$ cat config.mk
export PLATFORM = sky130hd
export DESIGN_NAME = exp_golomb_order2_decoder_top
export DESIGN_NICKNAME = d
export VERILOG_FILES = /design/src/design/egd_pkg.sv /design/src/design/egd_bit_decoder.sv /design/src/design/egd_result_queue.sv /design/src/design/exp_golomb_order2_decoder_top.sv
export SDC_FILE = /design/constraint.sdc
export NUM_CORES = 1
export LEC_CHECK = 0
export BUFFER_PORTS_ARGS = -buffer_cell sky130_fd_sc_hd__clkbuf_2
export CORE_MARGIN = 2
export CORE_UTILIZATION = 61
export CTS_BUF_LIST = sky130_fd_sc_hd__clkbuf_8
export DETAILED_ROUTE_END_ITERATION = 10
export PLACE_DENSITY = 0.9
export REMOVE_ABC_BUFFERS = 1
export SETUP_SLACK_MARGIN = 0.05
export SLEW_MARGIN = 15
export SYNTH_ARGS = -nofsm -noshare
export SYNTH_HDL_FRONTEND = slang
export SYNTH_SLANG_ARGS = --single-unit
$ cat constraint.sdc
create_clock -name clk -period 7.2 [get_ports clk]
set_input_delay 1.44 -clock clk [delete_from_list [all_inputs] [get_ports clk]]
set_output_delay 1.44 -clock clk [all_outputs]
set_load 0.02 [all_outputs]
$ cat src/design/egd_pkg.sv
`timescale 1ns / 1ps
// Shared types and fixed widths for the order-2 exponential-Golomb decoder.
// Depends on nothing; every other design file imports it.
package egd_pkg;

  localparam int VALUE_W     = 8;
  localparam int BYTE_W      = 8;
  localparam int QUEUE_DEPTH = 4;

  // One decoded code word as produced by the bit decoder.
  typedef struct packed {
    logic [VALUE_W-1:0] value;
    logic               code_error;
  } egd_result_t;

  // One result item as held in the output queue.
  typedef struct packed {
    logic [VALUE_W-1:0] value;
    logic               code_error;
    logic               last_in_byte;
  } egd_entry_t;

endpackage

$ cat src/design/egd_bit_decoder.sv
`timescale 1ns / 1ps
// Bit-serial exponential-Golomb state machine: consumes one code bit per step.
// Depends on egd_pkg.
module egd_bit_decoder #(
  parameter int MAX_ZEROS = 5
) (
  input  logic                clk,
  input  logic                rst_n,
  input  logic                step,
  input  logic                code_bit,
  input  logic                clear,
  output logic                emit,
  output egd_pkg::egd_result_t result
);
  import egd_pkg::*;

  localparam int ZC_W   = $clog2(MAX_ZEROS + 1);
  localparam int LEFT_W = $clog2(MAX_ZEROS + 3);
  localparam int ACC_W  = MAX_ZEROS + 2;
  localparam int SUM_W  = (ACC_W + 1 > VALUE_W) ? ACC_W + 1 : VALUE_W;

  logic              in_suffix_r, in_suffix_nxt;
  logic [ZC_W-1:0]   zero_count_r, zero_count_nxt;
  logic [LEFT_W-1:0] bits_left_r, bits_left_nxt;
  logic [ACC_W-1:0]  acc_r, acc_nxt;

  always_comb begin
    logic              cur_suf;
    logic [ZC_W-1:0]   cur_zc;
    logic [LEFT_W-1:0] cur_left;
    logic [ACC_W-1:0]  cur_acc;
    logic [LEFT_W-1:0] left_dec;
    logic [SUM_W-1:0]  base;
    logic [SUM_W-1:0]  sum;

    // A restart clears the state before the first bit of its byte is used.
    cur_suf  = clear ? 1'b0 : in_suffix_r;
    cur_zc   = clear ? '0 : zero_count_r;
    cur_left = clear ? '0 : bits_left_r;
    cur_acc  = clear ? '0 : acc_r;
    left_dec = '0;
    base     = '0;
    sum      = '0;

    in_suffix_nxt  = in_suffix_r;
    zero_count_nxt = zero_count_r;
    bits_left_nxt  = bits_left_r;
    acc_nxt        = acc_r;
    emit           = 1'b0;
    result         = '0;

    if (step) begin
      in_suffix_nxt  = cur_suf;
      zero_count_nxt = cur_zc;
      bits_left_nxt  = cur_left;
      acc_nxt        = cur_acc;
      if (cur_suf) begin
        acc_nxt       = {cur_acc[ACC_W-2:0], code_bit};
        left_dec      = (cur_left != '0) ? cur_left - 1'b1 : '0;
        bits_left_nxt = left_dec;
        if (left_dec == '0) begin
          base  = (SUM_W'(1) << ({1'b0, cur_zc} + (ZC_W + 1)'(2))) - SUM_W'(4);
          sum   = base + SUM_W'(acc_nxt);
          emit  = 1'b1;
          result.value      = sum[VALUE_W-1:0];
          result.code_error = 1'b0;
          in_suffix_nxt  = 1'b0;
          zero_count_nxt = '0;
          bits_left_nxt  = '0;
          acc_nxt        = '0;
        end
      end else if (code_bit) begin
        in_suffix_nxt = 1'b1;
        bits_left_nxt = LEFT_W'(cur_zc) + LEFT_W'(2);
        acc_nxt       = '0;
      end else if (cur_zc >= ZC_W'(MAX_ZEROS)) begin
        // Prefix too long: report it and start searching again.
        emit              = 1'b1;
        result.value      = '0;
        result.code_error = 1'b1;
        zero_count_nxt    = '0;
      end else begin
        zero_count_nxt = cur_zc + 1'b1;
      end
    end
  end

  always_ff @(posedge clk) begin
    if (!rst_n) begin
      in_suffix_r  <= 1'b0;
      zero_count_r <= '0;
      bits_left_r  <= '0;
      acc_r        <= '0;
    end else begin
      in_suffix_r  <= in_suffix_nxt;
      zero_count_r <= zero_count_nxt;
      bits_left_r  <= bits_left_nxt;
      acc_r        <= acc_nxt;
    end
  end

endmodule

$ cat src/design/egd_result_queue.sv
`timescale 1ns / 1ps
// Small first-in first-out queue holding result items for the output channel.
// Depends on egd_pkg.
module egd_result_queue (
  input  logic                clk,
  input  logic                rst_n,
  input  logic                push,
  input  egd_pkg::egd_entry_t push_entry,
  input  logic                pop,
  output logic                full,
  output logic                head_valid,
  output egd_pkg::egd_entry_t head_entry
);
  import egd_pkg::*;

  localparam int PTR_W = $clog2(QUEUE_DEPTH);
  localparam int CNT_W = $clog2(QUEUE_DEPTH + 1);

  egd_entry_t       mem_r [QUEUE_DEPTH];
  logic [PTR_W-1:0] wr_ptr_r, wr_ptr_nxt;
  logic [PTR_W-1:0] rd_ptr_r, rd_ptr_nxt;
  logic [CNT_W-1:0] count_r, count_nxt;

  assign full       = (count_r == CNT_W'(QUEUE_DEPTH));
  assign head_valid = (count_r != '0);
  assign head_entry = mem_r[rd_ptr_r];

  always_comb begin
    wr_ptr_nxt = push ? wr_ptr_r + 1'b1 : wr_ptr_r;
    rd_ptr_nxt = pop ? rd_ptr_r + 1'b1 : rd_ptr_r;
    count_nxt  = count_r;
    if (push && !pop) begin
      count_nxt = count_r + 1'b1;
    end else if (!push && pop) begin
      count_nxt = count_r - 1'b1;
    end
  end

  always_ff @(posedge clk) begin
    if (push) begin
      mem_r[wr_ptr_r] <= push_entry;
    end
  end

  always_ff @(posedge clk) begin
    if (!rst_n) begin
      wr_ptr_r <= '0;
      rd_ptr_r <= '0;
      count_r  <= '0;
    end else begin
      wr_ptr_r <= wr_ptr_nxt;
      rd_ptr_r <= rd_ptr_nxt;
      count_r  <= count_nxt;
    end
  end

endmodule

$ cat src/design/exp_golomb_order2_decoder_top.sv
`timescale 1ns / 1ps
// Order-2 exponential-Golomb decoder. Each accepted item is one compressed byte, whose bits
// are decoded most significant first, one bit per clock cycle while decoding is not paused,
// by a shift register feeding a small bit-serial state machine; the next byte is taken in
// the same cycle as the last bit of the current one, so bytes follow without gaps while the
// output side keeps up. Code words may span byte boundaries. Every completed code word, and
// every over-long prefix (reported with code_error set and a value of zero), yields one
// result item; up to three can come from one byte. The last result of a byte is only known
// once the byte's last bit has been seen, so each result waits in a one-entry holding
// register until either a further result arrives or the byte ends, and then moves into a
// four-entry output queue with last_in_byte settled. When that queue is full and a result
// is waiting, bit decoding pauses. Setting restart with a byte clears the decoder state
// before that byte's first bit is decoded.

module exp_golomb_order2_decoder_top #(
  parameter int MAX_PREFIX_ZEROS = 5
) (
  input  logic       clk,
  input  logic       rst_n,
  input  logic       in_valid,
  output logic       in_stall,
  input  logic [7:0] in_data_byte,
  input  logic       in_restart,
  output logic       out_valid,
  input  logic       out_stall,
  output logic [7:0] out_value,
  output logic       out_code_error,
  output logic       out_last_in_byte
);
  import egd_pkg::*;

  localparam int BCNT_W = $clog2(BYTE_W + 1);

  // Byte shift register and the count of bits still to decode.
  logic [BYTE_W-1:0] shift_r, shift_nxt;
  logic [BCNT_W-1:0] bits_left_r, bits_left_nxt;
  logic              restart_r, restart_nxt;

  // Holding register for the most recent result of the byte in progress.
  logic        pend_v_r, pend_v_nxt;
  logic        pend_done_r, pend_done_nxt;
  egd_result_t pend_r, pend_nxt;

  logic        step;
  logic        last_bit;
  logic        in_accept;
  logic        emit;
  egd_result_t dec_result;
  logic        q_full;
  logic        q_push;
  egd_entry_t  q_push_entry;
  logic        q_valid;
  egd_entry_t  q_head;
  logic        q_pop;

  // A bit may be decoded unless a waiting result could not move on to the queue.
  assign step     = (bits_left_r != '0) && !(pend_v_r && q_full);
  assign last_bit = step && (bits_left_r == BCNT_W'(1));

  assign in_stall  = !((bits_left_r == '0) || last_bit);
  assign in_accept = in_valid && !in_stall;

  egd_bit_decoder #(
    .MAX_ZEROS (MAX_PREFIX_ZEROS)
  ) u_bit_decoder (
    .clk      (clk),
    .rst_n    (rst_n),
    .step     (step),
    .code_bit (shift_r[BYTE_W-1]),
    .clear    (restart_r),
    .emit     (emit),
    .result   (dec_result)
  );

  // The held result leaves when a newer one arrives (so it was not the last of its byte)
  // or once its byte has ended (so it was).
  assign q_push = pend_v_r && (pend_done_r || emit) && !q_full;

  always_comb begin
    q_push_entry.value        = pend_r.value;
    q_push_entry.code_error   = pend_r.code_error;
    q_push_entry.last_in_byte = pend_done_r;
  end

  always_comb begin
    shift_nxt     = shift_r;
    bits_left_nxt = bits_left_r;
    restart_nxt   = restart_r;
    if (in_accept) begin
      shift_nxt     = in_data_byte;
      bits_left_nxt = BCNT_W'(BYTE_W);
      restart_nxt   = in_restart;
    end else if (step) begin
      shift_nxt     = {shift_r[BYTE_W-2:0], 1'b0};
      bits_left_nxt = bits_left_r - 1'b1;
      restart_nxt   = 1'b0;
    end
  end

  always_comb begin
    pend_v_nxt    = pend_v_r;
    pend_done_nxt = pend_done_r;
    pend_nxt      = pend_r;
    if (emit) begin
      pend_v_nxt    = 1'b1;
      pend_done_nxt = last_bit;
      pend_nxt      = dec_result;
    end else if (q_push) begin
      pend_v_nxt    = 1'b0;
      pend_done_nxt = 1'b0;
    end else if (last_bit && pend_v_r) begin
      pend_done_nxt = 1'b1;
    end
  end

  always_ff @(posedge clk) begin
    shift_r <= shift_nxt;
    pend_r  <= pend_nxt;
  end

  always_ff @(posedge clk) begin
    if (!rst_n) begin
      bits_left_r <= '0;
      restart_r   <= 1'b0;
      pend_v_r    <= 1'b0;
      pend_done_r <= 1'b0;
    end else begin
      bits_left_r <= bits_left_nxt;
      restart_r   <= restart_nxt;
      pend_v_r    <= pend_v_nxt;
      pend_done_r <= pend_done_nxt;
    end
  end

  egd_result_queue u_result_queue (
    .clk        (clk),
    .rst_n      (rst_n),
    .push       (q_push),
    .push_entry (q_push_entry),
    .pop        (q_pop),
    .full       (q_full),
    .head_valid (q_valid),
    .head_entry (q_head)
  );

  assign q_pop            = q_valid && !out_stall;
  assign out_valid        = q_valid;
  assign out_value        = q_head.value;
  assign out_code_error   = q_head.code_error;
  assign out_last_in_byte = q_head.last_in_byte;

endmodule

# Yosys cells after proc, flatten, opt, wreduce, memory -nomap -nowiden
# Memory sizes are Yosys's and may differ from the RTL's. A register that Yosys moved wholly into a read port is not among the register bits.
# Cells that the tools add are included.
# totals
reg_bits	44
latchBits	0
ram_bits	40
mem_bits_ro	0
in_bits	13
elab_cells	104
memories	1
# mem_list
memory	words	word_bits	rd	rd_clocked_by_memory_dff	write_ports	line_no	rtl
u_result_queue.mem_r	4	10	1	1	1	egd_result_queue.sv:19	egd_entry_t mem_r [QUEUE_DEPTH];
# op_classes
add_sub_neg	11
n_mul	0
div_mod_pow	0
n_lt_le_gt_ge	1
eq_ne	2
n_shift	1
muxes	44
n_bitwise	1
reduce_logical	28
# op_table
op	n
3-bit 2-to-1 mux	12
9-bit 2-to-1 mux	3
6-bit 2-to-1 mux	4
1-bit 2-to-1 mux	19
8-bit 2-to-1 mux	2
1-bit logical AND	10
3-bit nonzero test	3
8-bit by 7-bit adder with 8-bit output	1
4-bit 2-to-1 mux	2
1-bit by 4-bit << shifter with 8-bit output (first input constant)	1
8-bit by 4-bit subtractor with 8-bit output (second input constant)	1
3-bit by 1-bit adder with 3-bit output (second input constant)	2
1-bit logical NOT	6
2-bit nonzero test	3
3-bit by 1-bit subtractor with 3-bit output (second input constant)	2
2-bit by 1-bit adder with 2-bit output (second input constant)	2
3-bit by 2-bit adder with 4-bit output (second input constant)	1
4-bit by 1-bit equality test with 1-bit output (second input constant)	1
4-bit logical NOT	1
2-bit 2-to-1 mux	2
4-bit nonzero test	1
4-bit by 1-bit subtractor with 4-bit output (second input constant)	1
3-bit by 2-bit adder with 3-bit output (second input constant)	1
3-bit equality test (second input constant)	1
other kinds (5)	6

# Longest topological paths before layout
# depth
ltp_word	14
ltp_mapped	15

# Cells and area by module
# Synthesis repeated with hierarchy kept, for this count alone.
# unflattened
cells_unflattened	343
hier_area_um2	4292.9
# by_module_without_submodules
module	n_inst	cells_per_inst	area_per_inst_um2	seq_area_each_um2
egd_result_queue	1	95	1889.3	1381.3
egd_bit_decoder	1	171	1312.5	260.2
exp_golomb_order2_decoder_top	1	77	1091.0	650.6

# Least setup slack after synthesis
# No wires, ideal clock.
# synth_path
path_type	register to register
startpoint	register restart_r
endpoint	register u_result_queue.count_r[2]
arrival_time_ps	2871
required_ps	7124
slack_ps	4254
path_stages_with_launch	15
n_path_buf	0
synth_period_minus_slack_ps	2946
path_cell_list	dfxtp_1 inv_1 nand2_1 inv_1 ha_1 a22oi_1 o21bai_1 nand4b_2 a31oi_4 ha_1 inv_1 fa_1 xor2_1 or3_1 a21boi_0
# synth_via
elab_chain_len	13
elab_cells_between_ends	21
cone_classes	1 x add/sub; 1 x order compare; 10 x mux; 9 x reduce/logical
# synth_lines
item	line_no	rtl
start, declared	exp_golomb_order2_decoder_top.sv:37	logic restart_r, restart_nxt;
start signal, assigned	exp_golomb_order2_decoder_top.sv:129	restart_r <= restart_nxt;
3-bit 2-to-1 mux	egd_bit_decoder.sv:39	cur_left = clear ? '0 : bits_left_r;
3-bit by 1-bit subtractor with 3-bit output / 3-bit nonzero test (equally long branches)	egd_bit_decoder.sv:59	left_dec = (cur_left != '0) ? cur_left - 1'b1 : '0;
3-bit 2-to-1 mux	egd_bit_decoder.sv:59	
3-bit logical NOT	egd_bit_decoder.sv:61	if (left_dec == '0) begin
1-bit 2-to-1 mux	egd_bit_decoder.sv:61	
1-bit 2-to-1 mux (*)	egd_bit_decoder.sv:57	if (cur_suf) begin
1-bit 2-to-1 mux (*)	egd_bit_decoder.sv:52	if (step) begin
1-bit logical OR (*)	exp_golomb_order2_decoder_top.sv:77	assign q_push = pend_v_r && (pend_done_r || emit) && !q_full;
1-bit logical AND (*) (2 in series)	exp_golomb_order2_decoder_top.sv:77	
named net q_push	exp_golomb_order2_decoder_top.sv:50	logic q_push;
1-bit logical NOT	egd_result_queue.sv:34	end else if (!push && pop) begin
1-bit logical AND	egd_result_queue.sv:34	
2-bit nonzero test (no line)	-	
end signal, assigned	egd_result_queue.sv:53	count_r <= count_nxt;
end, declared	egd_result_queue.sv:22	logic [CNT_W-1:0] count_r, count_nxt;
# The timed path passes the listed nets; every way through them passes the cells marked *.
# A chain may end at the register's enable or synchronous reset.

# Worst setup path after layout
# Same ends and word-level chain as after synthesis.

==> impl_metrics.csv <==
group,metric,value,unit
logic_synthesis,synth_top_family_by_area,"simple AND/OR/NAND/NOR gates",
timing,tightestPinTransition,0.701,ns
logic_synthesis,synth_edf_count,57,
place,gp_congestion,0.857,
clocking,cts_hold_buf,0,
timing,fin_crit_sh,0.504,
logic_synthesis,synth_top_area_frac,0.396,
logic_synthesis,ys_types,58,
clocking,insertion_delay,0.35,ns
logic_synthesis,ys_seq_area_frac,0.531,
run_status,status,"finished clean",
floorplanning,start_util,0.632,
logic_synthesis,netlist_instances,355,
floorplanning,coreArea,6830,µm²
global_route,overflow,0,
final_layout,drive_above_1_share,0.178,
worst_setup_path,arrival,3.92,ns
timing,fin_setup_tns,0,ns
global_route,grt_pass1_vias,2602,
final_layout,layout_common_cells,"57 x edfxtp_1, 31 x inv_1, 29 x dfxtp_1",
final_layout,nets,420,
worst_setup_path,cp_max_fo,17,
timing,max_freq,0.276,GHz
route,drt_iter0_markers,176,
flow_run,drv_cap,0,
final_layout,final_common_cell,"edfxtp_1",
route,wl_per_cell,15.6,µm
route,drc,0,
floorplanning,dieArea,7770,µm²
worst_hold_path,hold_class,"register to register",
worst_setup_path,worst_setup_path_start_kind,"register",
logic_synthesis,muxShareOfSynthArea,0.0846,
worst_setup_path,crit_type,"register to register",
clocking,htreeDepth,3,
timing,finalSetupViolCount,0,
logic_synthesis,ys_warn_count,0,
timing,finalWorstPathRequiredPeriod,3.63,ns
worst_setup_path,r2r_cells,13,
worst_setup_path,worstReg2RegStart,"restart_r",
logic_synthesis,ys_async_sr_fraction,0,
logic_synthesis,synthAdderAreaFrac,0.0904,
power_and_ir_drop,p_per_area,361,nW/µm²
route,vias_per_cell,5.66,
timing,skew,0.0130,ns
power_and_ir_drop,p_leak,1.80,nW
logic_synthesis,synth_area_leaders,"edfxtp_1 40%, dfxtp_1 13%, ha_1 8.1%",
logic_synthesis,ys_seq_elements,86,
floorplanning,die_width,88.2,µm
timing,hold_slack,0.512,ns
global_route,grt_max_degree,30,
logic_synthesis,yosys.area.top_type,"edfxtp_1",
timing,finalHoldViolations,0,
logic_synthesis,synth_xor_area_frac,0.0203,
clocking,numCtsBuffers,9,
final_layout,antenna_cells,0,
clocking,root_buffer,"clkbuf_8",
logic_synthesis,syn_area,4320,µm²
final_layout,area_growth,9.56,%
floorplanning,die_h,88.2,µm
clocking,cts_resized,0,
floorplanning,placementRows,30,
logic_synthesis,synth_simple_gate_area_share,0.125,
route,firstDrtPassIters,4,
clocking,cts_sinks,86,
route,antenna_left,0,
worst_setup_path,crit_path_end,"u_result_queue.count_r[2]",
floorplanning,io_pins,25,
worst_setup_path,r2r_slack,3.57,ns
power_and_ir_drop,irDropWorstVdd,0.268,mV
global_route,grt_pass1_wl,12.2,mm
clocking,cts_max_path_buffers,2,
global_route,antenna_found_initial,0,
worst_setup_path,path_cells,"inv_1 -> nand2_1 -> ha_1 -> a22oi_1 -> o21bai_1 -> nand4b_2 -> a31oi_4 -> ha_1 -> inv_1 -> fa_1 -> xor2_1 -> or3_1 -> a21boi_0",
route,routed_wl,7.44,mm
logic_synthesis,synth_ff_type,"edfxtp_1",
power_and_ir_drop,power,1.71,mW
route,routed-via-count,2705,
place,dpl.hpwl,5.08,mm
logic_synthesis,synth_compound_area_frac,0.107,
worst_setup_path,required,7.49,ns
worst_setup_path,cpMaxStageDelayCell,"dfxtp_1",
logic_synthesis,avgSynthCellArea,12.2,µm²
timing,relSlewSlack,0.528,
global_route,grt_use_total,0.209,
worst_setup_path,slowest_delay,0.65,ns
clocking,cts_setup_buffers,0,
timing,report.final.slew_viol_count,0,
clocking,cts_tree,"done",
place,port-buffer-count,24,
timing,rsz0062_at_grt,"no",
worst_setup_path,startpoint,"restart_r",
clocking,path_clk_slew,0.09,ns
worst_setup_path,r2r-end,"u_result_queue.count_r[2]",
worst_setup_path,end_kind,"register",
-- worst max-delay path: cells and delay by family, from the launching register on --
| kind | cells | cell delay (ns) |
|---|---|---|
| adder cells (fa/ha/maj) | 3 | 0.91 |
| AND/OR/NAND/NOR | 3 | 0.73 |
| buffers and inverters | 2 | 0.31 |
| XOR/XNOR | 1 | 0.17 |
| flip-flops | 1 | 0.65 |
| AO/OA/AOI/OAI | 4 | 0.80 |
-- final cells by class --
cell class              instances  area (µm²)
repair buffers                 24         120
inverters                      30         113
flip-flops and latches         86        2290
fillers                       489        2100
well taps                      96         120
multi-input cells             226        1840
clock inverters                 7         120
clock buffers                   9         124
-- flip-flops by register name, indices dropped and copies added, names as in the netlist, 2 cells and up, named ones only --
| signal | cells |
|---|---|
| u_result_queue.mem_r | 40 |
| pend_r | 9 |
| shift_r | 8 |
| u_bit_decoder.acc_r | 6 |
| bits_left_r | 4 |
| u_bit_decoder.bits_left_r | 3 |
| u_bit_decoder.zero_count_r | 3 |
| u_result_queue.count_r | 3 |
| u_result_queue.rd_ptr_r | 2 |
| u_result_queue.wr_ptr_r | 2 |
-- metrics by stage --
| stage | utilization | setup slack [ns] | instance area, µm² | std cells |
|---|---|---|---|---|
| final | 0.693 | 3.57 | 4730 | 478 |
| after global routing | 0.693 | 3.27 | 4730 | 478 |
| after CTS | 0.693 | 3.59 | 4730 | 478 |
| after detailed placement | 0.657 | 3.60 | 4490 | 462 |
| after global placement | 0.657 | 3.80 | 4490 | 462 |
| after floorplan | - | 4.07 | 4250 | 342 |
-- per-layer routing --
layer  share of wire  global-route usage
met5               0                   0
met4           0.013              0.0813
met3           0.041              0.0518
met2            0.53               0.363
met1            0.41               0.251
-- kinds of logic after synthesis --
| group | after synthesis |
|---|---|
| adder cells (fa/ha/maj) | 30 |
| multiplexers | 23 |
| buffers and inverters | 43 |
| XOR/XNOR | 10 |
| AND/OR/NAND/NOR | 100 |
| AO/OA/AOI/OAI | 63 |
| flip-flops | 86 |
-- Yosys cell counts (2+ instances only) --
library cell / n
nand2b_1: 7
or3_1: 2
o21a_1: 5
a21o_1: 2
mux2i_1: 5
and2_1: 12
a21boi_1: 3
mux2_2: 8
o31ai_1: 2
nor2_2: 2
xnor2_1: 5
o21ai_0: 12
nor2b_1: 15
buf_2: 6
dfxtp_1: 29
edfxtp_1: 57
a211oi_1: 3
nor2_1: 16
a31oi_1: 2
nor3_1: 6
xor2_1: 5
clkbuf_1: 4
nand3_1: 3
a22oi_1: 7
nand2_1: 28
inv_1: 30
a21boi_0: 4
fa_1: 2
buf_6: 2
a21oi_1: 7
mux4_2: 10
ha_1: 28
-- worst min path at each step --
stage                         start                         end  slack (ns)  depth (start not counted)
after floorplan           pend_r[0]  u_result_queue.mem_r[0][1]        0.46                          0
after global placement    pend_r[1]  u_result_queue.mem_r[3][2]        0.47                          0
after detailed placement  pend_r[6]  u_result_queue.mem_r[2][7]        0.49                          0
after CTS                 pend_r[6]  u_result_queue.mem_r[3][7]        0.50                          0
after global routing      pend_r[6]  u_result_queue.mem_r[3][7]        0.53                          0
final                     pend_r[8]  u_result_queue.mem_r[2][9]        0.51                          0
-- power breakdown --
part           internal, mW  total, mW  switching [mW]
sequential            0.629      0.711          0.0817
clock                 0.233      0.407           0.174
combinational         0.250      0.592           0.342
(Power assumes the default switching activity.)
